File: config.mk
export PLATFORM = sky130hd
export DESIGN_NAME = calendar_clock
export DESIGN_NICKNAME = d
export VERILOG_FILES = /design/src/rtl/cc_pkg.sv /design/src/rtl/cc_front.sv /design/src/rtl/cc_fifo.sv /design/src/rtl/cc_back.sv /design/src/rtl/calendar_clock.sv
export SDC_FILE = /design/constraint.sdc
export NUM_CORES = 1
export LEC_CHECK = 0
export BUFFER_PORTS_ARGS = -buffer_cell sky130_fd_sc_hd__buf_2
export CORE_UTILIZATION = 35
export DETAILED_ROUTE_END_ITERATION = 10
export PLACE_DENSITY = 0.58
export SYNTH_ARGS = -nofsm -noshare
export SYNTH_HDL_FRONTEND = slang
export SYNTH_SLANG_ARGS = --single-unit
File: constraint.sdc
create_clock -name clk_i -period 9.1 [get_ports clk_i]
set_input_delay 0.91 -clock clk_i [delete_from_list [all_inputs] [get_ports clk_i]]
set_output_delay 0.91 -clock clk_i [all_outputs]
set_load 0.05 [all_outputs]
File: src/rtl/cc_pkg.sv
// shared constants, types and the gcd helper function of the calendar clock
package cc_pkg;

  localparam int FRACTION_BITS = 8;
  localparam int DAY_MINUTES   = 1440;
  localparam int DAY_FIXED     = DAY_MINUTES << FRACTION_BITS;
  localparam int IN_W          = 19;
  localparam int TIME_W        = $clog2(DAY_FIXED);
  localparam int WHOLE_W       = TIME_W - FRACTION_BITS;

  localparam int SUN_FULL      = 360 * 256;
  localparam int SUN_OFFSET    = 90 * 256;
  localparam int SUN_W         = 17;

  localparam int QUEUE_DEPTH   = 2;

  function automatic int gcd(input int a, input int b);
    int x;
    int y;
    x = a;
    y = b;
    while (x != y) begin
      if (x > y) begin
        x = x - y;
      end else begin
        y = y - x;
      end
    end
    return x;
  endfunction

  // sun angle scale reduced to a multiply and a shift
  localparam int SUN_G     = gcd(SUN_FULL, DAY_FIXED);
  localparam int SUN_NUM   = SUN_FULL / SUN_G;
  localparam int SUN_SHIFT = $clog2(DAY_FIXED / SUN_G);
  localparam int SUN_NUM_W = $clog2(SUN_NUM + 1);

  // reciprocal of 60 for whole minutes below one day
  localparam int MIN_SHIFT = 16;
  localparam int MIN_MUL   = ((1 << MIN_SHIFT) + 59) / 60;
  localparam int MIN_MUL_W = $clog2(MIN_MUL + 1);

  localparam logic [15:0] YEAR_MAX_BCD = 16'h9999;

  typedef struct packed {
    logic [TIME_W-1:0] time_of_day;
    logic [15:0]       year_bcd;
    logic [4:0]        month_bcd;
    logic [5:0]        day_bcd;
  } cc_entry_t;

  typedef struct packed {
    logic [SUN_W-1:0] sun_angle;
    logic             pm_flag;
    logic [6:0]       minute_bcd;
    logic [4:0]       hour_bcd;
    logic [5:0]       day_bcd;
    logic [4:0]       month_bcd;
    logic [15:0]      year_bcd;
  } cc_result_t;

  typedef struct packed {
    logic full;
    logic empty;
  } cc_queue_status_t;

endpackage

File: src/rtl/cc_front.sv
// front part: accepts elapsed time, keeps time of day and the bcd calendar
module cc_front (
  input  logic                     clk_i,
  input  logic                     rst_ni,
  input  logic                     valid_i,
  output logic                     ready_o,
  input  logic [cc_pkg::IN_W-1:0]  elapsed_i,
  input  cc_pkg::cc_queue_status_t status_i,
  output logic                     push_o,
  output cc_pkg::cc_entry_t        entry_o
);
  import cc_pkg::*;

  logic [TIME_W-1:0] time_q, time_d;
  logic [15:0]       year_q, year_d;
  logic [4:0]        month_q, month_d;
  logic [5:0]        day_q, day_d;

  logic [IN_W-1:0]   dt;
  logic [TIME_W:0]   sum;
  logic              wrap;
  logic [5:0]        last_day;
  logic              leap;
  logic [1:0]        low_mod4;
  logic [1:0]        cent_mod4;
  logic [15:0]       year_inc;
  logic [5:0]        day_inc;
  logic [4:0]        month_inc;
  logic              accept;

  assign ready_o = !status_i.full;
  assign accept  = valid_i && !status_i.full;
  assign push_o  = accept;

  always_comb begin
    if (elapsed_i >= IN_W'(DAY_FIXED)) begin
      dt = IN_W'(DAY_FIXED - 1);
    end else begin
      dt = elapsed_i;
    end
  end

  assign sum  = {1'b0, time_q} + (TIME_W + 1)'(dt);
  assign wrap = sum >= (TIME_W + 1)'(DAY_FIXED);

  // leap rule on bcd digits
  assign low_mod4  = {year_q[4], 1'b0} + year_q[1:0];
  assign cent_mod4 = {year_q[12], 1'b0} + year_q[9:8];
  assign leap      = (year_q[7:0] == 8'h00) ? (cent_mod4 == 2'd0) : (low_mod4 == 2'd0);

  always_comb begin
    unique case (month_q) inside
      5'h02:                      last_day = leap ? 6'h29 : 6'h28;
      5'h04, 5'h06, 5'h09, 5'h11: last_day = 6'h30;
      default:                    last_day = 6'h31;
    endcase
  end

  always_comb begin
    if (day_q[3:0] == 4'd9) begin
      day_inc = {day_q[5:4] + 2'd1, 4'd0};
    end else begin
      day_inc = {day_q[5:4], day_q[3:0] + 4'd1};
    end
    if (month_q[3:0] == 4'd9) begin
      month_inc = {1'b1, 4'd0};
    end else begin
      month_inc = {month_q[4], month_q[3:0] + 4'd1};
    end
    year_inc = year_q;
    if (year_q[3:0] != 4'd9) begin
      year_inc[3:0] = year_q[3:0] + 4'd1;
    end else begin
      year_inc[3:0] = 4'd0;
      if (year_q[7:4] != 4'd9) begin
        year_inc[7:4] = year_q[7:4] + 4'd1;
      end else begin
        year_inc[7:4] = 4'd0;
        if (year_q[11:8] != 4'd9) begin
          year_inc[11:8] = year_q[11:8] + 4'd1;
        end else begin
          year_inc[11:8]  = 4'd0;
          year_inc[15:12] = year_q[15:12] + 4'd1;
        end
      end
    end
  end

  always_comb begin
    time_d  = time_q;
    day_d   = day_q;
    month_d = month_q;
    year_d  = year_q;
    if (accept) begin
      if (wrap) begin
        time_d = TIME_W'(sum - (TIME_W + 1)'(DAY_FIXED));
        if (day_q == last_day) begin
          day_d = 6'h01;
          if (month_q == 5'h12) begin
            month_d = 5'h01;
            if (year_q != YEAR_MAX_BCD) begin
              year_d = year_inc;
            end
          end else begin
            month_d = month_inc;
          end
        end else begin
          day_d = day_inc;
        end
      end else begin
        time_d = sum[TIME_W-1:0];
      end
    end
  end

  always_ff @(posedge clk_i or negedge rst_ni) begin
    if (!rst_ni) begin
      time_q  <= '0;
      day_q   <= 6'h01;
      month_q <= 5'h01;
      year_q  <= 16'h0001;
    end else begin
      time_q  <= time_d;
      day_q   <= day_d;
      month_q <= month_d;
      year_q  <= year_d;
    end
  end

  assign entry_o.time_of_day = time_d;
  assign entry_o.year_bcd    = year_d;
  assign entry_o.month_bcd   = month_d;
  assign entry_o.day_bcd     = day_d;

endmodule

File: src/rtl/cc_fifo.sv
// short queue of updated calendar entries between front and back
module cc_fifo #(
  parameter int DEPTH = cc_pkg::QUEUE_DEPTH
) (
  input  logic                     clk_i,
  input  logic                     rst_ni,
  input  logic                     push_i,
  input  cc_pkg::cc_entry_t        entry_i,
  input  logic                     pop_i,
  output cc_pkg::cc_entry_t        entry_o,
  output cc_pkg::cc_queue_status_t status_o
);
  import cc_pkg::*;

  localparam int PTR_W = (DEPTH > 1) ? $clog2(DEPTH) : 1;
  localparam int CNT_W = $clog2(DEPTH + 1);

  cc_entry_t        mem_q [DEPTH];
  logic [PTR_W-1:0] wr_ptr_q, wr_ptr_d;
  logic [PTR_W-1:0] rd_ptr_q, rd_ptr_d;
  logic [CNT_W-1:0] count_q, count_d;
  logic             do_push;
  logic             do_pop;

  assign status_o.full  = count_q == CNT_W'(DEPTH);
  assign status_o.empty = count_q == '0;
  assign do_push = push_i && !status_o.full;
  assign do_pop  = pop_i && !status_o.empty;
  assign entry_o = mem_q[rd_ptr_q];

  always_comb begin
    wr_ptr_d = wr_ptr_q;
    rd_ptr_d = rd_ptr_q;
    count_d  = count_q;
    if (do_push) begin
      wr_ptr_d = (wr_ptr_q == PTR_W'(DEPTH - 1)) ? '0 : wr_ptr_q + PTR_W'(1);
    end
    if (do_pop) begin
      rd_ptr_d = (rd_ptr_q == PTR_W'(DEPTH - 1)) ? '0 : rd_ptr_q + PTR_W'(1);
    end
    if (do_push && !do_pop) begin
      count_d = count_q + CNT_W'(1);
    end else if (do_pop && !do_push) begin
      count_d = count_q - CNT_W'(1);
    end
  end

  always_ff @(posedge clk_i or negedge rst_ni) begin
    if (!rst_ni) begin
      wr_ptr_q <= '0;
      rd_ptr_q <= '0;
      count_q  <= '0;
    end else begin
      wr_ptr_q <= wr_ptr_d;
      rd_ptr_q <= rd_ptr_d;
      count_q  <= count_d;
    end
  end

  always_ff @(posedge clk_i) begin
    if (do_push) begin
      mem_q[wr_ptr_q] <= entry_i;
    end
  end

endmodule

File: src/rtl/cc_back.sv
// back part: 12-hour time, bcd minute and sun angle into the output register
module cc_back (
  input  logic                     clk_i,
  input  logic                     rst_ni,
  input  cc_pkg::cc_entry_t        entry_i,
  input  cc_pkg::cc_queue_status_t status_i,
  output logic                     pop_o,
  output logic                     valid_o,
  input  logic                     ready_i,
  output cc_pkg::cc_result_t       result_o
);
  import cc_pkg::*;

  localparam int PROD60_W = WHOLE_W + MIN_MUL_W;
  localparam int SUNP_W   = TIME_W + SUN_NUM_W;

  logic                valid_q, valid_d;
  cc_result_t          result_q;
  cc_result_t          result_d;

  logic [WHOLE_W-1:0]  whole;
  logic [PROD60_W-1:0] prod60;
  logic [4:0]          hod;
  logic [WHOLE_W-1:0]  minute_w;
  logic [5:0]          minute;
  logic [3:0]          h12;
  logic [13:0]         prod10;
  logic [2:0]          min_tens;
  logic [3:0]          min_units;
  logic [SUNP_W-1:0]   sun_prod;
  logic [SUN_W-1:0]    sun_raw;

  assign pop_o = !status_i.empty && (!valid_q || ready_i);

  assign whole    = entry_i.time_of_day[TIME_W-1:FRACTION_BITS];
  assign prod60   = PROD60_W'(whole) * PROD60_W'(MIN_MUL);
  assign hod      = 5'(prod60 >> MIN_SHIFT);
  assign minute_w = whole - WHOLE_W'(hod) * WHOLE_W'(60);
  assign minute   = minute_w[5:0];

  assign prod10    = 14'(minute) * 14'd205;
  assign min_tens  = prod10[13:11];
  assign min_units = 4'(minute - 6'(min_tens) * 6'd10);

  assign sun_prod = SUNP_W'(entry_i.time_of_day) * SUNP_W'(SUN_NUM);
  assign sun_raw  = SUN_W'(sun_prod >> SUN_SHIFT);

  always_comb begin
    result_d.year_bcd   = entry_i.year_bcd;
    result_d.month_bcd  = entry_i.month_bcd;
    result_d.day_bcd    = entry_i.day_bcd;
    result_d.pm_flag    = hod >= 5'd12;
    h12 = result_d.pm_flag ? 4'(hod - 5'd12) : hod[3:0];
    if (h12 == 4'd0) begin
      result_d.hour_bcd = 5'h12;
    end else if (h12 >= 4'd10) begin
      result_d.hour_bcd = {1'b1, h12 - 4'd10};
    end else begin
      result_d.hour_bcd = {1'b0, h12};
    end
    result_d.minute_bcd = {min_tens, min_units};
    if (sun_raw >= SUN_W'(SUN_OFFSET)) begin
      result_d.sun_angle = sun_raw - SUN_W'(SUN_OFFSET);
    end else begin
      result_d.sun_angle = sun_raw + SUN_W'(SUN_FULL - SUN_OFFSET);
    end
  end

  always_comb begin
    valid_d = valid_q;
    if (pop_o) begin
      valid_d = 1'b1;
    end else if (ready_i) begin
      valid_d = 1'b0;
    end
  end

  always_ff @(posedge clk_i or negedge rst_ni) begin
    if (!rst_ni) begin
      valid_q <= 1'b0;
    end else begin
      valid_q <= valid_d;
    end
  end

  always_ff @(posedge clk_i) begin
    if (pop_o) begin
      result_q <= result_d;
    end
  end

  assign valid_o  = valid_q;
  assign result_o = result_q;

endmodule

File: src/rtl/calendar_clock.sv
// top level of the calendar clock: front, queue and back
// Each input transfer adds an elapsed time, in minutes with 8 fraction bits, to the time of
// day; a full day advances the Gregorian date (year held at 9999) and one result transfer
// reports the bcd date, the 12-hour bcd time, the pm flag and the sun angle. The block
// takes one transfer per cycle while the queue is not full; the front part updates the time
// and date combinationally, the queue holds the update and the back part loads its result
// into the output register when it pops it. While the output is stalled the two-entry
// queue between front and back takes two more input transfers before the input stalls.
module calendar_clock #(
  parameter int QUEUE_DEPTH = cc_pkg::QUEUE_DEPTH
) (
  input  logic        clk_i,
  input  logic        rst_ni,
  input  logic        s_axis_tvalid,
  output logic        s_axis_tready,
  // elapsed_minutes[18:0]
  input  logic [23:0] s_axis_tdata,
  output logic        m_axis_tvalid,
  input  logic        m_axis_tready,
  // year_bcd[15:0], month_bcd[20:16], day_bcd[26:21], hour_bcd[31:27],
  // minute_bcd[38:32], pm_flag[39], sun_angle[56:40]
  output logic [63:0] m_axis_tdata
);
  import cc_pkg::*;

  cc_queue_status_t status;
  cc_entry_t        push_entry;
  cc_entry_t        pop_entry;
  cc_result_t       result;
  logic             push;
  logic             pop;

  cc_front u_front (
    .clk_i     (clk_i),
    .rst_ni    (rst_ni),
    .valid_i   (s_axis_tvalid),
    .ready_o   (s_axis_tready),
    .elapsed_i (s_axis_tdata[IN_W-1:0]),
    .status_i  (status),
    .push_o    (push),
    .entry_o   (push_entry)
  );

  cc_fifo #(
    .DEPTH (QUEUE_DEPTH)
  ) u_fifo (
    .clk_i    (clk_i),
    .rst_ni   (rst_ni),
    .push_i   (push),
    .entry_i  (push_entry),
    .pop_i    (pop),
    .entry_o  (pop_entry),
    .status_o (status)
  );

  cc_back u_back (
    .clk_i    (clk_i),
    .rst_ni   (rst_ni),
    .entry_i  (pop_entry),
    .status_i (status),
    .pop_o    (pop),
    .valid_o  (m_axis_tvalid),
    .ready_i  (m_axis_tready),
    .result_o (result)
  );

  assign m_axis_tdata = {7'd0, result};

endmodule

== Word-level counts from Yosys, hierarchy flattened ==
Memory sizes are Yosys's and may differ from the RTL's.
Index checks and enable logic that the tools add are counted.

* Memory bits (read-only): 0
* Bits in latches: 0
* Input port bits: 28
* Memories: 1
* Output and inout bits: 66
* Bits in writable memories: 92
* Register bits: 108

{| class="wikitable"
|+ Memories
! name !! words !! width !! rd ports !! clocked after memory_dff !! wr ports !! RTL line !! source
|-
| u_fifo.mem_q || 2 || 46 || 1 || 0 || 1 || cc_fifo.sv:18 || <nowiki>cc_entry_t mem_q [DEPTH];</nowiki>
|}

* Multipliers: 4
* $lt $le $gt $ge: 5
* Muxes and demuxes: 37
* Shift operators: 0
* Equality and inequality tests: 14
* Div/mod/pow operators: 0
* Bitwise operators: 0
* $add $sub $neg: 21
* Reduce and logical (&&, ||, !) cells: 20

{| class="wikitable"
|+ Operator list
! cell !! count
|-
| $mux 16 || 5
|-
| $mux 19 || 3
|-
| $mux 5 || 6
|-
| $add 4x1->4 const B || 6
|-
| $mux 6 || 4
|-
| $mul 11x11->21 const B || 1
|-
| $add 19x19->20 || 1
|-
| $ge 20x19->1 const B || 1
|-
| $mux 4 || 5
|-
| $ge 19x19->1 const B || 1
|-
| $sub 19x19->19 const B || 1
|-
| $add 17x17->17 const B || 1
|-
| $ge 17x15->1 const B || 1
|-
| $mux 17 || 1
|-
| $sub 17x15->17 const B || 1
|-
| $ne 16x16->1 const B || 1
|-
| $mul 6x8->14 const B || 1
|-
| $mux 12 || 1
|-
| $ne 4x4->1 const B || 3
|-
| $pmux 6 s2 || 1
|-
| $eq 5x3->1 const B || 2
|-
| $eq 5x5->1 const B || 2
|-
| $eq 4x4->1 const B || 2
|-
| $logic_not 8->1 || 1
|-
| 25 further kinds || 49
|}

== Logic depth before layout (Yosys ltp) ==
Gate-level depths: netlist of run 1.

* Word-level depth: 9
* Mapped depth: 42
* Depth with buffers taken out: 40

== Cells and area by module ==
Synthesis of run 1 repeated with hierarchy kept, for this count alone.

* Cells, all modules: 953
* Area total of the unflattened synthesis: 11720.0 µm²

{| class="wikitable"
|+ By module, submodules not included
! module !! times used !! area each (µm²) !! cells each !! seq. area each (µm²)
|-
| cc_back || 1 || 4480.5 || 375 || 1706.6
|-
| cc_fifo || 1 || 3639.7 || 162 || 2862.7
|-
| cc_front || 1 || 3543.4 || 408 || 1154.9
|-
| calendar_clock || 1 || 56.3 || 8 || 0.0
|}

== Worst setup path before layout of run 1 ==
Ideal clock, no wire load.

* Path type: flip-flop to flip-flop
* Start: register u_fifo.rd_ptr_q
* End: register u_back.result_q (netlist bit u_back.result_o[35]) (data pin)
* Path buffers: 2
* Setup slack: -0.003 ns
* Library setup time: 0.261 ns
* Cell stages (with the launch flop): 37
* Arrival: 8.841 ns
* Data required time: 8.839 ns
* Period minus slack after synthesis: 9.103 ns
* Cells stage by stage: dfrtp_1 > buf_2 > buf_1 > mux2i_1 > inv_1 > ha_1 > fa_1 > ha_1 > ha_1 > ha_1 > nand3_1 > o41ai_2 > a211oi_1 > nor3_1 > inv_1 > ha_1 > ha_1 > nor4_1 > nand2b_1 > xnor2_1 > xnor3_1 > and2_0 > nor2_1 > fa_1 > inv_1 > ha_1 > ha_1 > a21oi_1 > o21ai_0 > a31oi_1 > o21ai_0 > xnor2_1 > xnor2_1 > fa_1 > xnor2_1 > xnor2_1 > xnor2_1

{| class="wikitable"
|+ RTL lines
! item !! RTL line !! source
|-
| start, declared || cc_fifo.sv:20 || <nowiki>logic [PTR_W-1:0] rd_ptr_q, rd_ptr_d;</nowiki>
|-
| start signal, assigned || cc_fifo.sv:55 || <nowiki>rd_ptr_q <= rd_ptr_d;</nowiki>
|-
| end signal, assigned || cc_back.sv:88 || <nowiki>result_q <= result_d;</nowiki>
|-
| end, declared || cc_back.sv:18 || <nowiki>cc_result_t result_q;</nowiki>
|}

==> flow_summary.toml, run 1 <==
[finish]
final_cells = 1455
n_antenna_cell = 0
fin_nets = 1193
drive_gt1_share_pct = 24.5
syn2layout_area_growth_pct = 17.4
final_cell_mix = "edfxtp_1 (144), ha_1 (108), buf_2 (81)"
final_common_cell = "edfxtp_1"

[route]
dr.pass1.iters = 5
wl_met1_um = 11000
viasPerCell = 5.03
vias = 7314
ant_nets = 0
dr_wl_met3_um = 615
dr_wl_met2_um = 10600
drcViolationCount = 0
wl_per_cell_um = 15.5
finalWirelength_um = 22500
drtIter0Drc = 521
top_layer = "met4"

[global_route]
grt_overflow = 0
grt_pass1_wl_um = 37100
grt_max_degree = 52
antenna_found_initial = 0
gr-usage-all-layers_pct = 14.3
grt_pass1_vias = 7238

[timing]
period_minus_slack_ns = 8.63
fmaxAchievable_ghz = 0.116
period_share_pct = 94.8
slew_headroom_pct = 26.8
finalHoldViolations = 0
worstMarginPinSlew_ns = 1.10
setup_viol = 0
final_max_slew_viol_count = 0
skew_ns = 0.00932

[clocking]
tritoncts = "done"
cts-root-buf = "clkbuf_16"
numCtsBuffers = 17
ctsLongestPathBuffers = 2
h-tree-depth = 4
clk_pin_slew_ns = 0.08
clock-sinks = 195
worstSkewPairLatency_ns = 0.44

[yosys]
async_flop_share_pct = 26.2
syn_area_um2 = 11200
yosys.area.top_type_share_pct = 38.7
postSynthCellCount = 917
ys_seq_area_share_pct = 50.2
synth-warning-count = 0
synth_ff_type = "edfxtp_1"
synth_edf_count = 144
syn_avg_cell_area_um2 = 12.2
synth_area_leaders = "edfxtp_1 (39%), ha_1 (12%), dfrtp_1 (11%), mux2_2 (4.2%), xnor2_1 (3.5%)"
synth_top_cell_by_area = "edfxtp_1"
synth_seq_cells = 195
synth_cell_types = 81

[setup_path]
path_depth = 33
crit_path_top_delay_cell = "dfrtp_4"
critical_path.max_stage_delay_ns = 0.52
end_kind = "register"
r2r_end = "u_back.result_o[35]$_DFFE_PP_"
startpoint_type = "register"
cp_common_cell = "ha_1"
critPathTopFamily = "adder cells"
reg2reg_depth = 33
worstSetupPathType = "register to register"
critPathArrivalTime_ns = 8.82
rr_startpoint = "u_fifo.rd_ptr_q$_DFFE_PN0P_"
r2r_slack_ns = 0.47
worst-path-buf-inv = 3
required_ns = 9.29
crit_fanout = 8

[floorplan]
die_h_um = 181
std_cell_rows = 65
coreArea_um2 = 31500
die_w_um = 181
pin_count = 94
start_util_pct = 35.5
die-area_um2 = 32600

[hold_path]
holdCritPathClass = "register to register"
hold_path_depth = 2

[placed_design]
dp_hpwl_um = 16300
place.gp.congestion = 0.824
placedCellCount = 1416
port_buffers = 81

[run_status]
status = "finished clean"

[job]
max_cap_violations = 0
[logic make-up (layout without fill, tap and decap cells)]
| family | count (synthesis) | in the layout | share of synthesized area (%) |
|---|---|---|---|
| AO/OA/AOI/OAI | 177 | 177 | 11.1 |
| other | 1 | 7 | 0.0336 |
| XOR/XNOR | 58 | 58 | 4.67 |
| AND/OR/NAND/NOR | 214 | 214 | 9.91 |
| adder cells (fa/ha/maj) | 126 | 126 | 15.1 |
| multiplexers | 57 | 57 | 5.61 |
| buffers and inverters | 89 | 219 | 3.39 |
| flip-flops | 195 | 195 | 50.2 |
[worst reg2reg max path: cells and delay by family (launching register included)]
| kind | cells | cell delay, ns |
|---|---|---|
| AO/OA/AOI/OAI | 5 | 0.88 |
| XOR/XNOR | 8 | 1.26 |
| flip-flops | 1 | 0.52 |
| buffers and inverters | 3 | 0.36 |
| multiplexers | 1 | 0.38 |
| adder cells (fa/ha/maj) | 13 | 4.14 |
| AND/OR/NAND/NOR | 3 | 0.83 |
[sequential cells by signal, summed over array words and instances, names as in the netlist, named ones only]
name / cells
u_front.month_q: 5
u_fifo.rd_ptr_q: 1
u_fifo.count_q: 2
u_fifo.wr_ptr_q: 1
u_back.result_o: 56
u_back.valid_o: 1
u_front.year_q: 16
u_front.time_q: 17
u_front.day_q: 6
u_fifo.mem_q: 88
[metal layers]
metal / track usage, % / up-vias
li1: - / 3644
met1: 19.2 / 3551
met2: 23.5 / 99
met3: 2.83 / 20
met4: 3.93 / 0
met5: 0 / -
[synth_stat cells, drive strengths merged, types with 4 or more instances]
| library cell | instances |
|---|---|
| a21o | 8 |
| dfrtp | 48 |
| a31oi | 5 |
| o31a | 5 |
| nand2 | 52 |
| nor3 | 15 |
| edfxtp | 144 |
| and3 | 5 |
| nor2 | 37 |
| o21a | 6 |
| o21bai | 5 |
| nor4 | 10 |
| xnor2 | 44 |
| a31o | 4 |
| inv | 60 |
| o2bb2ai | 7 |
| nand3 | 23 |
| buf | 17 |
| mux2i | 12 |
| nand4 | 8 |
| xor2 | 13 |
| ha | 110 |
| o21ai | 50 |
| and2 | 7 |
| nand2b | 28 |
| or3 | 4 |
| a21oi | 31 |
| fa | 15 |
| a211oi | 11 |
| o211ai | 8 |
| mux2 | 45 |
| clkbuf | 12 |
| or2 | 5 |
| nor2b | 10 |
[per-stage QoR]
stage          hold slack, ns  utilization, %  worst slack [ns]  instance area [um2]  setup TNS [ns]
4_1_cts                 0.498            41.1           0.00729                12900               0
6_report                0.501            41.7             0.475                13100               0
3_5_place_dp            0.481            38.9           -0.0668                12200         -0.0668
3_3_place_gp            0.468            38.9           0.00716                12200               0
5_1_grt                 0.552            41.7           -0.0928                13100         -0.0928
2_1_floorplan           0.452               -             0.135                11200               0
[how the worst max path moves through the flow]
| stage | start | endpoint | slack (ns) |
|---|---|---|---|
| global route | u_fifo.rd_ptr_q$_DFFE_PN0P_ | u_back.result_o[35]$_DFFE_PP_ | -0.09 |
| CTS | u_fifo.rd_ptr_q$_DFFE_PN0P_ | u_back.result_o[35]$_DFFE_PP_ | 0.007 |
| floorplan | u_fifo.rd_ptr_q$_DFFE_PN0P_ | u_back.result_o[35]$_DFFE_PP_ | 0.14 |
| finish | u_fifo.rd_ptr_q$_DFFE_PN0P_ | u_back.result_o[35]$_DFFE_PP_ | 0.47 |
| detailed placement | u_fifo.rd_ptr_q$_DFFE_PN0P_ | u_back.result_o[35]$_DFFE_PP_ | -0.07 |
| global placement | u_fifo.rd_ptr_q$_DFFE_PN0P_ | u_back.result_o[35]$_DFFE_PP_ | 0.007 |
[cell type report]
| type | count | area [um2] |
|---|---|---|
| Clock buffer | 18 | 429 |
| Clock inverter | 14 | 193 |
| Fill cell | 2922 | 18400 |
| Inverter | 60 | 225 |
| Multi-Input combinational cell | 639 | 5400 |
| Sequential cell | 195 | 5610 |
| Tap cell | 402 | 503 |
| Timing Repair Buffer | 127 | 758 |
[repair_timing]
item,in CTS,in global routing
setup endpoints to repair,1,2
pin swaps,2,13
hold buffers,0,0
resized for setup,6,36
setup buffers,5,2
Power of run 1 is left out: the tool's default activity adds up to more than one toggle a clock period on the data nets, which glitch-free logic cannot reach.
==> run 2: changes to the inputs <==
--- a/config.mk
+++ b/config.mk
@@ -6,8 +6,9 @@
 export NUM_CORES = 1
 export LEC_CHECK = 0
+export ABC_CLOCK_PERIOD_IN_PS = 10800
 export BUFFER_PORTS_ARGS = -buffer_cell sky130_fd_sc_hd__buf_2
 export CORE_UTILIZATION = 35
 export DETAILED_ROUTE_END_ITERATION = 10
-export PLACE_DENSITY = 0.58
+export PLACE_DENSITY = 0.56
 export SYNTH_ARGS = -nofsm -noshare
 export SYNTH_HDL_FRONTEND = slang
==> constraint.sdc (replaced) <==
create_clock -name clk_i -period 10.8 [get_ports clk_i]
set_input_delay 0.54 -clock clk_i [delete_from_list [all_inputs] [get_ports clk_i]]
set_output_delay 0.54 -clock clk_i [all_outputs]
set_load 0.05 [all_outputs]
==> flow_summary.toml, run 2 (synthesized netlist as in run 1, its figures left out) <==
[timing]
rsz0062_at_grt = "no"
slew_headroom_pct = 49.6
period_minus_slack_ns = 9.93
final_max_slew_viol_count = 0
fmaxAchievable_ghz = 0.101
timing.final.ws_setup_ns = 0.866
skew_ns = 0.0145
finalHoldViolations = 0
worstMarginPinSlew_ns = 0.734
period_share_pct = 92.0
setup_viol = 0
setup_tns_ns = 0

[global_route]
use_met3_pct = 2.77
grt_pass1_vias = 6939
antenna_found_initial = 0
top_usage_layer = "met2"
grt_overflow = 0
grt_pass1_wl_um = 36300
gr-usage-all-layers_pct = 14.1
grtUsageMet1_pct = 20.3
grt_max_degree = 52
grt_util_met2_pct = 21.6

[clocking]
tritoncts = "done"
cts_resized = 0
cts-root-buf = "clkbuf_16"
clk_pin_slew_ns = 0.08
numCtsBuffers = 17
hold_buffers = 0
worstSkewPairLatency_ns = 0.44
h-tree-depth = 4
ctsLongestPathBuffers = 2
clock-sinks = 195
cts_setup_buffers = 0

[placed_design]
dp_hpwl_um = 16200
placedCellCount = 1390
dpl_cell_area_um2 = 12100
place_ws_ns = 0.570
place.gp.congestion = 0.848
port_buffers = 81

[setup_path]
cp_common_cell = "ha_1"
reg2reg_depth = 37
required_ns = 11.00
rr_startpoint = "u_fifo.rd_ptr_q$_DFFE_PN0P_"
r2r_slack_ns = 0.87
r2r_end = "u_back.result_o[35]$_DFFE_PP_"
crit_path_top_delay_cell = "o41ai_4"
crit_fanout = 16
worstSetupPathType = "register to register"
startpoint_type = "register"
crit_start = "u_fifo.rd_ptr_q$_DFFE_PN0P_"
end_kind = "register"
critPathArrivalTime_ns = 10.13
critical_path.max_stage_delay_ns = 0.59

[finish]
drive_gt1_share_pct = 19.3
final_common_cell = "edfxtp_1"
largest_register_ffs = 88
n_antenna_cell = 0
syn2layout_area_growth_pct = 13.7
n_fill_cell = 2983
fin_nets = 1160
top_register = "u_fifo.mem_q"
final_cells = 1422
final_cell_mix = "edfxtp_1 (144), ha_1 (110), buf_2 (81)"
finish.instance_area_um2 = 12700

[floorplan]
die_w_um = 181
std_cell_rows = 65
start_util_pct = 35.5
die_h_um = 181
coreArea_um2 = 31500
pin_count = 94
die-area_um2 = 32600

[job]
max_cap_violations = 0

[run_status]
status = "finished clean"

[route]
viasPerCell = 5.05
drcViolationCount = 0
wl_per_cell_um = 15.6
ant_nets = 0
vias = 7176
finalWirelength_um = 22300
dr.pass1.iters = 5
drtIter0Drc = 442

[hold_path]
holdCritPathClass = "input port to asynchronous set/reset pin"
run 2: changes by cell type in the layout (fill, tap and decap cells not counted), moves of 3 or more:
cell,previous run,this run
xnor2_2,6,0
inv_6,3,6
nor2_1,32,35
mux2i_2,3,0
o21ai_0,43,46
buf_4,45,12
mux2i_1,7,12
a21oi_2,5,1
xnor2_1,38,44
nor2_2,4,1
a21oi_1,26,30
run 2: layout make-up:
class	instances	area, um2	share of cell area, %
clock buffers	17	425	3.35
clock inverters	15	198	1.56
inverters	60	225	1.77
multi-input cells	639	5230	41.2
flip-flops and latches	195	5610	44.2
well taps	402	503	3.96
repair buffers	94	507	3.99
run 2: per-stage QoR:
| step | utilization, % | hold slack, ns |
|---|---|---|
| 3_3_place_gp | 38.3 | 0.466 |
| 5_1_grt | 40.3 | 0.276 |
| 4_1_cts | 40.3 | 0.242 |
| 6_report | 40.3 | 0.222 |
| 3_5_place_dp | 38.3 | 0.475 |
| 2_1_floorplan | - | 0.244 |
run 2: worst max path at each step:
| stage | slack [ns] | cells after the start | endpoint |
|---|---|---|---|
| 6_report | 0.87 | 37 | u_back.result_o[35]$_DFFE_PP_ |
| 5_1_grt | 0.01 | 37 | u_back.result_o[35]$_DFFE_PP_ |
| 4_1_cts | 0.58 | 37 | u_back.result_o[35]$_DFFE_PP_ |
| 3_5_place_dp | 0.57 | 37 | u_back.result_o[35]$_DFFE_PP_ |
| 3_3_place_gp | 0.74 | 36 | u_back.result_o[35]$_DFFE_PP_ |
| 2_1_floorplan | 1.70 | 36 | u_back.result_o[35]$_DFFE_PP_ |
run 2: routing by layer:
layer | share of wire [%] | vias to the layer above | wire (um)
met1 | 50 | 3471 | 11100
met4 | 0.67 | 0 | 148
met3 | 4.3 | 8 | 956
met2 | 45 | 119 | 10000
met5 | 0 | - | 0
li1 | - | 3578 | -
run 2: worst max-delay path, delay by kind of cell, from the launching register on:
kind / cells / cell delay, ns
simple gates: 5 / 0.99
xor+xnor: 8 / 1.68
mux: 1 / 0.49
flops: 1 / 0.57
compound gates: 6 / 1.39
buf+inv: 5 / 0.45
fa+ha+maj: 12 / 4.11
Power of run 2 is left out for the same reason.
